--- src/sv/vnorm_pkg.sv ---
// ----------------------------------------------------------------------------
// vnorm_pkg
// Types and constants shared by the 2D vector normalization pipeline.
// ----------------------------------------------------------------------------
`default_nettype none

package vnorm_pkg;

  localparam int IN_WIDTH      = 16;
  localparam int OUT_FRAC_BITS = 14;
  localparam int OUT_WIDTH     = OUT_FRAC_BITS + 2;
  localparam int SQ_WIDTH      = 2 * IN_WIDTH;
  localparam int NUM_CELLS     = OUT_FRAC_BITS + 2;
  localparam int V_WIDTH       = OUT_FRAC_BITS + 2;
  localparam int SHIFT0        = 2 * OUT_FRAC_BITS + 2;
  localparam int R_WIDTH       = SQ_WIDTH + SHIFT0;
  localparam int W_WIDTH       = R_WIDTH + 2;

  typedef struct packed {
    logic signed [IN_WIDTH-1:0] vec_x;
    logic signed [IN_WIDTH-1:0] vec_y;
  } in_t;

  typedef struct packed {
    logic signed [OUT_WIDTH-1:0] unit_x;
    logic signed [OUT_WIDTH-1:0] unit_y;
    logic                        zero_length;
  } out_t;

  typedef struct packed {
    logic [R_WIDTH-1:0] r;
    logic [W_WIDTH-1:0] q;
    logic [V_WIDTH-1:0] v;
  } lane_t;

  typedef struct packed {
    logic               valid;
    logic               zero;
    logic               neg_x;
    logic               neg_y;
    logic [W_WIDTH-1:0] b;
    lane_t              lx;
    lane_t              ly;
  } cell_t;

endpackage

`default_nettype wire

--- src/sv/vnorm_cell.sv ---
// ----------------------------------------------------------------------------
// vnorm_cell
// One bit of the square-root-style search, for both components at once.
// ----------------------------------------------------------------------------
`default_nettype none

module vnorm_cell (
  input  wire logic              clk,
  input  wire logic              rst_n,
  input  wire logic              en,
  input  wire vnorm_pkg::cell_t  cin,
  output vnorm_pkg::cell_t       cout
);
  import vnorm_pkg::*;

  cell_t cell_r, cell_nxt;

  function automatic lane_t lane_step(lane_t l, logic [W_WIDTH-1:0] b);
    logic [W_WIDTH-1:0] d;
    logic [W_WIDTH:0]   diff;
    logic [W_WIDTH-1:0] q2;
    logic               take;
    lane_t              o;
    d    = l.q + b;
    diff = {1'b0, W_WIDTH'(l.r)} - {1'b0, d};
    take = !diff[W_WIDTH];
    q2   = take ? (l.q + (b << 1)) : l.q;
    o.r  = take ? R_WIDTH'(diff) : l.r;
    o.q  = q2 >> 1;
    o.v  = {l.v[V_WIDTH-2:0], take};
    return o;
  endfunction

  always_comb begin
    cell_nxt    = cin;
    cell_nxt.b  = cin.b >> 2;
    cell_nxt.lx = lane_step(cin.lx, cin.b);
    cell_nxt.ly = lane_step(cin.ly, cin.b);
  end

  always_ff @(posedge clk) begin
    if (!rst_n) begin
      cell_r.valid <= 1'b0;
    end else if (en) begin
      cell_r <= cell_nxt;
    end
  end

  assign cout = cell_r;

endmodule

`default_nettype wire

--- config.mk ---
export PLATFORM = sky130hd
export DESIGN_NAME = vnorm_cell
export DESIGN_NICKNAME = d
export VERILOG_FILES = /design/src/sv/vnorm_pkg.sv /design/src/sv/vnorm_cell.sv
export SDC_FILE = /design/constraint.sdc
export NUM_CORES = 1
export LEC_CHECK = 0
export BUFFER_PORTS_ARGS = -buffer_cell sky130_fd_sc_hd__buf_2
export CORE_MARGIN = 8
export CORE_UTILIZATION = 40
export CTS_BUF_LIST = sky130_fd_sc_hd__clkbuf_8
export CTS_CLUSTER_SIZE = 14
export DETAILED_ROUTE_END_ITERATION = 7
export GPL_ROUTABILITY_DRIVEN = 0
export HOLD_SLACK_MARGIN = 0.02
export SETUP_SLACK_MARGIN = 0.5
export SLEW_MARGIN = 20
export SYNTH_ARGS = -nofsm -noshare
export SYNTH_HDL_FRONTEND = slang
export SYNTH_SLANG_ARGS = --single-unit
--- constraint.sdc ---
create_clock -name clk -period 10.07 [get_ports clk]
set_input_delay 0.5035 -clock clk [delete_from_list [all_inputs] [get_ports clk]]
set_output_delay 0.5035 -clock clk [all_outputs]
set_load 0.01 [all_outputs]
==> metrics.md <==
| Metric | Value |
|---|---|
| Synth warn | `0` |
| Clk sinks | `348` |
| Layout cells sized above 1 | `0.211` |
| Met2 Use GR | `0.411` |
| Synth-to-layout area growth | `17.3%` |
| WL/cell | `22.2 µm` |
| Sequential share of power | `0.286` |
| Crit path time final | `7.66 ns` |
| I/O Buffers | `700` |
| RSZ-0062 raised after global routing | `no` |
| CP startpoint kind | `primary input` |
| Post-CTS sizing | `0` |
| Highest clock rate | `0.131 GHz` |
| Most used cell, CP | `buf_4` |
| Grt total ovfl | `0` |
| Crit Path Class | `primary input to register` |
| Total power | `6.41 mW` |
| Slew Limit Fails | `0` |
| Synthesized area per cell | `8.95 µm²` |
| Sw frac | `0.404` |
| Worst vdd ir | `0.106 mV` |
| Die Wd | `312 µm` |
| DP HPWL | `105000 µm` |
| Post-Synthesis Cells | `3907` |
| Actual slew at the worst max-slew pin | `0.999 ns` |
| 1st-pass router iterations | `6` |
| NetSw | `2.59 mW` |
| CTS Buf Count | `68` |
| Yosys top cell area share | `0.298` |
| GRT busiest layer | `met2` |
| DR vias/cell | `5.70` |
| Crit path DAT | `8.10 ns` |
| Setup Fix Bufs, Post-CTS | `0` |
| Most common cell in the netlist | `a21oi_1` |
| CTS tree | `built` |
| Max reg flops | `348` |
| Setup TNS | `0 ns` |
| WP buf/inv | `5` |
| Final Skew | `0 ns` |
| Post-synthesis sequential area ratio | `0.298` |
| Worst-Skew Late Latency | `0.68 ns` |
| Initial DRC Count | `2441` |
| Rel. slew slack | `0.334` |
| Post-DRT Antenna Nets | `0` |
| Top cell type by total area after synthesis | `edfxtp_1` |
| Crit path max fanout | `95` |
| Top delay family on crit path | `compound AO/OA/AOI/OAI gates` |
| Fraction of registers with async set/reset | `0` |
| Site row count | `108` |
| Pin count of the biggest net entering global routing | `148` |
| Clock share of power | `0.228` |
| Die H | `312 µm` |
| Root buffer cell | `clkbuf_8` |
| Leakage | `18.3 nW` |
| Max Cap Viol | `0` |
| First-pass GRT wire length | `192000 µm` |
| Final setup violation count | `0` |
| Vias | `33.1k` |
| Final Hold Viols | `0` |
| Core area | `86800 µm²` |
| Tcrit/Tclk final | `0.761` |
| Clock slew at reported path FFs | `0.05 ns` |
| Slowest CP cell | `nor4_1` |
| Crit-path max cell delay | `0.74 ns` |
| Drt total wl | `129000 µm` |
| Critical Path RT | `10.51 ns` |
| Outcome | `complete, no violations` |
| Synth Cell Area | `35000 µm²` |
| Nets | `5299` |
| H-tree depth | `3` |
| Largest cells by area after synthesis | `edfxtp_1, ha_1, a21oi_1, a21o_1, o21ai_0` |
| Min Hold Slack | `0.113 ns` |
| Initial antenna violation count | `41` |
| Hold_buf cts | `36` |
| Post-synth cell types | `92` |
| Post-synth EDFFs | `347` |
| Ys flop type | `edfxtp_1` |
| DIE AREA | `97200 µm²` |
| All-Layer GR Usage | `0.250` |
| FF+latch count, synth | `348` |
| GR met1 Demand/Resource | `0.324` |
| Initial core utilization | `0.403` |
| CP Capture Type | `register` |
| Top cells by count, synth | `a21oi_1, ha_1, nand2_1, edfxtp_1, o21ai_0` |
| Max clock buf depth | `3` |
| Internal power | `3.82 mW` |
| DRC viols | `0` |
| Vias in the first global route | `31.8k` |
| Filler cells | `8609` |
| Hold crit path type | `primary input to register` |
| Comb pwr share | `0.486` |
| M3 GR Usage | `0.0445` |
| I/O Pins | `707` |
| Pwr/cell area | `156 nW/µm²` |
[kinds of logic (layout without fill, tap and decap cells)]
family          Yosys count  in the layout  synth area share
flops                   348            348             0.298
fa+ha+maj               380            380             0.137
mux                     133            133            0.0501
xor+xnor                337            337            0.0844
other cells               1             38          0.000107
compound gates         1366           1366             0.246
simple gates           1066           1066             0.148
buf+inv                 276            983            0.0356
[cell usage in the layout (no fill, tap or decap), types with 36 or more instances in the layout]
cell and count:
nor2b_1 40, xnor2_1 186, mux2_4 70, nand4_1 78
ha_1 374, nor3_1 60, edfxtp_1 347, o21ai_0 329
and3_1 57, nand2_1 372, mux2_2 55, o21a_1 38
a31oi_1 56, dlygate4sd3_1 36, a211oi_1 39, nand2b_1 42
a21o_1 231, inv_1 127, clkbuf_8 71, nand3_1 83
o21bai_1 57, nor2_1 199, buf_2 700, a21oi_1 394
xor2_1 151
[through the flow]
step | cells | area [µm²] | setup slack (ns) | util
finish | 5806 | 41000 | 2.41 | 0.473
global route | 5793 | 41000 | 1.99 | 0.472
CTS | 5772 | 40900 | 2.45 | 0.472
detailed placement | 5613 | 39200 | 1.70 | 0.452
global placement | 5613 | 39200 | 1.80 | 0.452
floorplan | 3910 | 35000 | 1.00 | -
[routing by layer]
metal / vias up / part of all wire
li1: 16100 / -
met1: 15600 / 0.44
met2: 1138 / 0.46
met3: 238 / 0.062
met4: 18 / 0.037
met5: - / 0.00095
[worst paths after layout]
| check | startpoint | to | slack, ns | cells after the start |
|---|---|---|---|---|
| hold reg to reg | cout[351]$_SDFFE_PN0P_ | cout[351]$_SDFFE_PN0P_ | 0.53 | 2 |
| hold / removal | cin[225] | cout[225]$_DFFE_PP_ | 0.11 | 3 |
| setup reg to reg | cout[351]$_SDFFE_PN0P_ | cout[351]$_SDFFE_PN0P_ | 9.48 | 2 |
| setup / recovery | cin[285] | cout[223]$_DFFE_PP_ | 2.41 | 25 |
[power by group through the flow]
stage / clock (mW) / combinational (mW) / sequential, mW
after global routing: 1.56 / 3.42 / 1.84
after global placement: 0 / 3.05 / 1.86
final: 1.46 / 3.12 / 1.83
after detailed placement: 0 / 3.07 / 1.86
after CTS: 1.51 / 3.10 / 1.83
after floorplan: 0 / 2.16 / 1.95
[tightest hold or removal path, cell delays in order]
cell and delay (ns):
buf_2 0.09, nand2_1 0.04, o21ai_0 0.06
[area by class of cell]
type	instances	area (µm²)	share of cell area
Multi-Input combinational cell	3286	23300	0.568
Clock inverter	52	350	0.00854
Antenna cell	34	85.1	0.00207
Timing Repair Buffer	750	3990	0.0974
Inverter	110	418	0.0102
Tap cell	1155	1450	0.0352
Clock buffer	71	977	0.0238
Sequential cell	348	10400	0.255
No activity file was read; power rests on OpenSTA's default activity.
