### src/sv/vnorm_pkg.sv
// ----------------------------------------------------------------------------
// vnorm_pkg
// Types and constants shared by the 2D vector normalization pipeline.
// ----------------------------------------------------------------------------
`default_nettype none

package vnorm_pkg;

  localparam int IN_WIDTH      = 16;
  localparam int OUT_FRAC_BITS = 14;
  localparam int OUT_WIDTH     = OUT_FRAC_BITS + 2;
  localparam int SQ_WIDTH      = 2 * IN_WIDTH;
  localparam int NUM_CELLS     = OUT_FRAC_BITS + 2;
  localparam int V_WIDTH       = OUT_FRAC_BITS + 2;
  localparam int SHIFT0        = 2 * OUT_FRAC_BITS + 2;
  localparam int R_WIDTH       = SQ_WIDTH + SHIFT0;
  localparam int W_WIDTH       = R_WIDTH + 2;

  typedef struct packed {
    logic signed [IN_WIDTH-1:0] vec_x;
    logic signed [IN_WIDTH-1:0] vec_y;
  } in_t;

  typedef struct packed {
    logic signed [OUT_WIDTH-1:0] unit_x;
    logic signed [OUT_WIDTH-1:0] unit_y;
    logic                        zero_length;
  } out_t;

  typedef struct packed {
    logic [R_WIDTH-1:0] r;
    logic [W_WIDTH-1:0] q;
    logic [V_WIDTH-1:0] v;
  } lane_t;

  typedef struct packed {
    logic               valid;
    logic               zero;
    logic               neg_x;
    logic               neg_y;
    logic [W_WIDTH-1:0] b;
    lane_t              lx;
    lane_t              ly;
  } cell_t;

endpackage

`default_nettype wire

### src/sv/vnorm_front.sv
// ----------------------------------------------------------------------------
// vnorm_front
// Magnitudes, squares and squared length, feeding the first search cell.
// ----------------------------------------------------------------------------
`default_nettype none

module vnorm_front (
  input  wire logic            clk,
  input  wire logic            rst_n,
  input  wire logic            en,
  input  wire logic            in_valid,
  input  wire vnorm_pkg::in_t  in_data,
  output vnorm_pkg::cell_t     first
);
  import vnorm_pkg::*;

  logic                v1_r, v2_r, v3_r;
  logic                nx1_r, ny1_r, nx2_r, ny2_r, nx3_r, ny3_r;
  logic [IN_WIDTH-1:0] ax_r, ay_r;
  logic [SQ_WIDTH-1:0] ax2_r, ay2_r, sx_r, sy_r, s_r;
  logic [IN_WIDTH-1:0] ax_nxt, ay_nxt;

  always_comb begin
    ax_nxt = in_data.vec_x[IN_WIDTH-1] ? (~in_data.vec_x + 1'b1) : in_data.vec_x;
    ay_nxt = in_data.vec_y[IN_WIDTH-1] ? (~in_data.vec_y + 1'b1) : in_data.vec_y;
  end

  always_ff @(posedge clk) begin
    if (!rst_n) begin
      v1_r <= 1'b0;
      v2_r <= 1'b0;
      v3_r <= 1'b0;
    end else if (en) begin
      v1_r <= in_valid;
      v2_r <= v1_r;
      v3_r <= v2_r;
    end
  end

  always_ff @(posedge clk) begin
    if (en) begin
      nx1_r <= in_data.vec_x[IN_WIDTH-1];
      ny1_r <= in_data.vec_y[IN_WIDTH-1];
      ax_r  <= ax_nxt;
      ay_r  <= ay_nxt;
      nx2_r <= nx1_r;
      ny2_r <= ny1_r;
      ax2_r <= ax_r * ax_r;
      ay2_r <= ay_r * ay_r;
      nx3_r <= nx2_r;
      ny3_r <= ny2_r;
      sx_r  <= ax2_r;
      sy_r  <= ay2_r;
      s_r   <= ax2_r + ay2_r;
    end
  end

  always_comb begin
    first.valid = v3_r;
    first.zero  = (s_r == '0);
    first.neg_x = nx3_r;
    first.neg_y = ny3_r;
    first.b     = W_WIDTH'(s_r) << SHIFT0;
    first.lx.r  = R_WIDTH'(sx_r) << SHIFT0;
    first.lx.q  = '0;
    first.lx.v  = '0;
    first.ly.r  = R_WIDTH'(sy_r) << SHIFT0;
    first.ly.q  = '0;
    first.ly.v  = '0;
  end

endmodule

`default_nettype wire

### config.mk
export PLATFORM = sky130hd
export DESIGN_NAME = vnorm_front
export DESIGN_NICKNAME = d
export VERILOG_FILES = /design/src/sv/vnorm_pkg.sv /design/src/sv/vnorm_front.sv
export SDC_FILE = /design/constraint.sdc
export NUM_CORES = 1
export LEC_CHECK = 0
export BUFFER_PORTS_ARGS = -buffer_cell sky130_fd_sc_hd__buf_2
export CAP_MARGIN = 5
export CORE_AREA = 2 2 238 240
export DETAILED_ROUTE_END_ITERATION = 10
export DIE_AREA = 0 0 240 242
export GPL_TIMING_DRIVEN = 0
export PLACE_DENSITY = 0.64
export SLEW_MARGIN = 5
export SYNTH_ARGS = -nofsm -noshare
export SYNTH_HDL_FRONTEND = slang
export SYNTH_SLANG_ARGS = --single-unit
### constraint.sdc
create_clock -name clk -period 13 [get_ports clk]
set_input_delay 1.3 -clock clk [delete_from_list [all_inputs] [get_ports clk]]
set_output_delay 1.3 -clock clk [all_outputs]
set_load 0.05 [all_outputs]
==> results of run 1 <==
[metrics by stage]
step	setup WS (ps)	hold slack [ps]	util, %	std cells	cell area [sq um]
global placement	6040	401	49.1	3613	27300
detailed placement	6010	419	49.1	3614	27400
floorplan	7010	400	-	2724	25700
global route	5620	450	50.3	3646	28000
finish	5970	437	50.3	3646	28000
CTS	6010	440	50.3	3646	28000
[registers in the layout, summed over array words and instances (netlist names)]
name and count:
ax2_r 31, nx1_r 1, ny1_r 1, ay2_r 31
nx2_r 1, ny2_r 1, s_r 32, nx3_r 1
sx_r 31, sy_r 31, v3_r 1, ay_r 16
v2_r 1, v1_r 1, ny3_r 1, ax_r 16
[worst reg2reg max path, delay by kind of cell, from the launching register on]
| family | cells | cell delay (ps) |
|---|---|---|
| buf+inv | 5 | 1160 |
| compound gates | 5 | 1240 |
| simple gates | 3 | 620 |
| flops | 1 | 430 |
| fa+ha+maj | 7 | 3300 |
[cells in the final DEF, fill, tap and decap left out, drive strengths merged, types with 12 or more instances in the layout]
cell    Yosys  layout
nand2b     15      15
conb        1     254
a211oi     12      12
o21a       14      14
nand3      24      24
and2       80      80
inv       519     527
o21ai      50      50
clkbuf     50      67
a21oi      77      77
a21o       44      44
nor3       18      18
edfxtp    194     194
nor2b      17      17
xor2       40      40
ha        233     233
nand2     198     198
fa        324     324
nor2       71      71
xnor2      79      79
buf       261     395
[worst min path at each step]
stage / slack, ps / endpoint / from / depth (start not counted)
6_report: 440 / ny2_r$_DFFE_PP_ / ny1_r$_DFFE_PP_ / 0
5_1_grt: 450 / ny3_r$_DFFE_PP_ / ny2_r$_DFFE_PP_ / 0
4_1_cts: 440 / ny2_r$_DFFE_PP_ / ny1_r$_DFFE_PP_ / 0
3_5_place_dp: 420 / ny2_r$_DFFE_PP_ / ny1_r$_DFFE_PP_ / 0
3_3_place_gp: 400 / ny2_r$_DFFE_PP_ / ny1_r$_DFFE_PP_ / 0
2_1_floorplan: 400 / nx2_r$_DFFE_PP_ / nx1_r$_DFFE_PP_ / 0
[per-layer routing]
metal  vias up  wire, um
li1       8161         -
met1      8542     24400
met2       503     26300
met3        60      3630
met4         0      1830
met5         -         0
[final cells by class]
type	count	share of cell area, %
flip-flops and latches	197	21.0
clock buffers	17	1.52
inverters	519	6.95
multi-input cells	1697	56.2
plain buffers	311	7.66
clock inverters	15	0.755
repair buffers	134	2.51
well taps	756	3.38
[cell families (layout without fill, tap and decap cells)]
family          Yosys count  in the layout  synth area share [%]
fa+ha+maj               557            557                  37.9
xor+xnor                119            119                  4.21
mux                      10             10                 0.419
buf+inv                 830            996                  16.5
simple gates            478            478                  9.36
other cells               1            254                0.0151
compound gates          279            279                  7.78
flops                   197            197                  23.8
==> results.py, run 1 <==
metrics = {
    "global_routing": {
        "grt-ovfl-total": 0,
        "grt_pass1_wl_um": 90000,
        "antenna_found_initial": 1,
        "grt_use_met2_pct": 32.4,
        "met3_usage_pct": 3.68,
        "groute.usage.overall_pct": 20.1,
        "use_met1_pct": 26.9,
        "grt_pass1_vias": 17574,
        "grt_max_degree": 109,
        "globalRoute.busiestLayer": "met2",
    },
    "synthesis": {
        "synthTopCellsByCount": "inv_1 (519), fa_1 (324), buf_4 (258)",
        "ys_seq_area_share_pct": 23.8,
        "synth_warnings": 0,
        "synth.avg_cell_area_sq_um": 10.0,
        "synth_top_area_share_pct": 26.2,
        "synth.ff_latch_count": 197,
        "syn_area_sq_um": 24800,
        "yosys.area.top_type": "fa_1",
        "synth_edf_count": 194,
        "ys_types": 76,
        "synthTopCellsByArea": "fa_1 (26%), edfxtp_1 (24%), ha_1 (12%)",
        "synth-async-reset-ratio_pct": 0,
        "synthCells": 2471,
        "synth_most_common_cell": "inv_1",
        "ys.flop_type": "edfxtp_1",
    },
    "sta": {
        "drv_slew": 0,
        "tightestPinTransition_ps": 909,
        "tns_ps": 0,
        "rsz0062_at_grt": "false",
        "max_freq_mhz": 142,
        "period_share_pct": 54.1,
        "skew_ps": 12.9,
        "setup_violations": 0,
        "hold_viol": 0,
        "min_period_ps": 7030,
        "relSlewSlack_pct": 38.8,
    },
    "clock_tree": {
        "numCtsBuffers": 17,
        "cts-root-buf": "clkbuf_16",
        "cts_tree": "done",
        "hold_buffers": 0,
        "insertion_delay_ps": 500,
        "htree_levels": 4,
        "ctsResizeCount": 0,
        "clock_sinks": 197,
        "clockBufferDepth": 2,
        "post-cts-setup-buffers": 0,
        "clkTransAtPathRegs_ps": 90,
    },
    "drt": {
        "drt_iter0_drc": 1117,
        "drtAntennaViolNets": 0,
        "drc": 0,
        "firstDrtPassIters": 6,
        "vias": 17266,
        "avgRoutedWirePerCell_um": 15.4,
        "drt_wl_total_um": 56200,
        "routed_via_density": 4.74,
    },
    "setup_path": {
        "slowest_delay_ps": 550,
        "critPathMaxFanout": 10,
        "path_class": "flop to flop",
        "end_kind": "flop",
        "worst_setup_path_start_kind": "flop",
        "arrival_ps": 7260,
        "cp.depth": 20,
        "rr_startpoint": "ay_r[4]$_DFFE_PP_",
        "critical_path.top_delay_family": "adder cells",
        "crit_chain": "clkbuf_1 > clkbuf_1 > nand2_1 > fa_1 > inv_1 > fa_1 > fa_1 > fa_1 > fa_1 > inv_1 > fa_1 > inv_1 > ha_1 > a21oi_1 > o21ai_0 > nor2b_1 > a211o_1 > or2_4 > o41ai_2 > a2111oi_2",
        "crit_end": "ay2_r[31]$_DFFE_PP_",
        "cp_num_buf_inv": 5,
        "cp-startpoint": "ay_r[4]$_DFFE_PP_",
        "slowest_stage": "clkbuf_1",
        "reg2regPathDepth": 20,
        "cp.required_ps": 13230,
        "reg2reg_slack_ps": 5970,
        "r2r_end": "ay2_r[31]$_DFFE_PP_",
        "crit_top_cell": "fa_1",
    },
    "floorplanning": {
        "die_area_sq_um": 58100,
        "die_h_um": 242,
        "fp.coreArea_sq_um": 55700,
        "io_pins": 388,
        "initial_core_util_pct": 44.5,
        "fp-row-count": 87,
        "die_w_um": 240,
    },
    "placed_design": {
        "dp_hpwl_um": 46900,
        "finalWeightedCongestion": 0.910,
        "io_buffers": 133,
    },
    "final_layout": {
        "fillers": 5220,
        "antenna_cells": 0,
        "multi_input_area_sq_um": 15700,
        "drive_gt1_share_pct": 16.0,
        "areaGrowthSynthToFinish_pct": 13.1,
        "seq_area_sq_um": 5890,
        "nNetsFinal": 3470,
    },
    "min_path": {
        "holdCritPathClass": "flop to flop",
    },
    "run_status": {
        "status": "completed",
    },
    "run": {
        "maxCapViolations": 0,
    },
}
Power of run 1 is left out: the tool's default activity adds up to more than one toggle a clock period on the data nets, which glitch-free logic cannot reach.
==> run 2, diff against run 1 <==
Clock period 13 ns to 6.9 ns, I/O delays scaled along.
==> results.py, run 2 (synthesis results as in run 1) <==
metrics = {
    "final_layout": {
        "postLayoutCellArea_sq_um": 28100,
        "nNetsFinal": 3472,
        "regMostFlops": "s_r",
        "final_common_cell": "inv_1",
        "largest_reg_flops": 32,
        "final_cell_mix": "inv_1 (519), fa_1 (324), buf_4 (265), conb_1 (254), ha_1 (233)",
        "antenna_cells": 0,
        "areaGrowthSynthToFinish_pct": 13.4,
        "finish.utilization_pct": 50.4,
        "drive_gt1_share_pct": 17.3,
    },
    "floorplanning": {
        "io_pins": 388,
        "fp-row-count": 87,
        "die_h_um": 242,
        "die_w_um": 240,
        "die_area_sq_um": 58100,
        "fp.coreArea_sq_um": 55700,
        "initial_core_util_pct": 44.5,
    },
    "min_path": {
        "holdCritPathClass": "input pin to flop",
    },
    "clock_tree": {
        "numCtsBuffers": 17,
        "htree_levels": 4,
        "cts_tree": "done",
        "insertion_delay_ps": 500,
        "cts-root-buf": "clkbuf_16",
        "clock_sinks": 197,
        "clockBufferDepth": 2,
        "clkTransAtPathRegs_ps": 90,
    },
    "run": {
        "maxCapViolations": 0,
    },
    "drt": {
        "vias": 17266,
        "drc": 0,
        "drt_wl_total_um": 56300,
        "drtAntennaViolNets": 0,
        "routed_via_density": 4.73,
        "avgRoutedWirePerCell_um": 15.4,
        "firstDrtPassIters": 5,
        "drt_iter0_drc": 1083,
    },
    "placed_design": {
        "dp_hpwl_um": 46900,
        "dpl_worst_slack_ps": -94.5,
        "io_buffers": 133,
        "dpl_cell_area_sq_um": 27400,
        "finalWeightedCongestion": 0.910,
    },
    "global_routing": {
        "grt_pass1_wl_um": 90000,
        "groute.usage.overall_pct": 20.1,
        "grt_max_degree": 109,
        "grt-ovfl-total": 0,
        "grt_pass1_vias": 17561,
        "antenna_found_initial": 1,
    },
    "setup_path": {
        "arrival_ps": 6880,
        "path_class": "flop to flop",
        "worst_setup_path_start_kind": "flop",
        "end_kind": "flop",
        "critPathMaxFanout": 10,
        "cp.required_ps": 7130,
    },
    "sta": {
        "drv_slew": 0,
        "setup_violations": 0,
        "min_period_ps": 6650,
        "period_share_pct": 96.4,
        "setup_slack_ps": 250,
        "max_freq_mhz": 150,
        "tightestPinTransition_ps": 920,
        "skew_ps": 13.3,
        "relSlewSlack_pct": 38.1,
        "hold_viol": 0,
    },
    "run_status": {
        "status": "completed",
    },
}
==> run 2: cell count changes in the layout (fill, tap and decap cells not counted) <==
cell and change:
a21boi_2 +1, a21boi_1 -1, buf_4 +7, a31oi_2 +1
clkbuf_2 +28, clkbuf_1 -33, a21oi_1 -1, a21oi_2 +1
a31oi_1 -1
==> run 2: path summary, 6_finish.rpt <==
| kind | end | slack (ps) | cells past startpoint | startpoint |
|---|---|---|---|---|
| max | ay2_r[31]$_DFFE_PP_ | 250 | 20 | ay_r[9]$_DFFE_PP_ |
| min | ay_r[0]$_DFFE_PP_ | 410 | 1 | in_data[0] |
| max reg2reg | ay2_r[31]$_DFFE_PP_ | 250 | 20 | ay_r[9]$_DFFE_PP_ |
| min reg2reg | ny2_r$_DFFE_PP_ | 440 | 0 | ny1_r$_DFFE_PP_ |
==> run 2: routing by layer <==
layer,vias to the layer above,track usage (%),wire (um)
met5,-,0,0
met4,0,7.44,1830
met3,60,3.65,3330
met2,481,32.4,26400
met1,8552,26.9,24700
li1,8173,-,-
==> run 2: critical path: stages, from the launching register on <==
cell	delay [ps]
edfxtp_1	590
clkbuf_2	330
and2_1	230
fa_1	530
inv_1	50
fa_1	480
inv_1	50
fa_1	490
fa_1	490
fa_1	530
inv_1	50
fa_1	470
inv_1	40
ha_1	340
a21oi_1	310
o21ai_0	190
nor2b_1	180
a211o_1	330
or2_4	290
o41ai_2	320
a2111oi_2	90
==> run 2: timing repair <==
| item | CTS | global route |
|---|---|---|
| cloned | 0 | 0 |
| setup buffers | 0 | 7 |
| gates resized for setup | 5 | 49 |
| pin swaps | 0 | 1 |
| endpoints found under the setup margin | 3 | 15 |
| hold buffers | 0 | 0 |
==> run 2: final cells by class <==
cell class	instances	area [sq um]
buffer	306	2160
inverter	519	1950
fill	5213	27600
multi-input combinational	1697	15800
timing repair buffer	141	756
clock inverter	15	211
clock buffer	17	425
tap	756	946
sequential	197	5890
==> run 2: per-stage QoR <==
stage / hold WS, ps / std cells / TNS (ps)
2_1_floorplan: 400 / 2724 / 0
3_3_place_gp: 401 / 3613 / -60.4
3_5_place_dp: 419 / 3614 / -179
4_1_cts: 381 / 3644 / 0
5_1_grt: 397 / 3648 / -15.7
6_report: 413 / 3648 / 0
Power of run 2 is left out for the same reason.
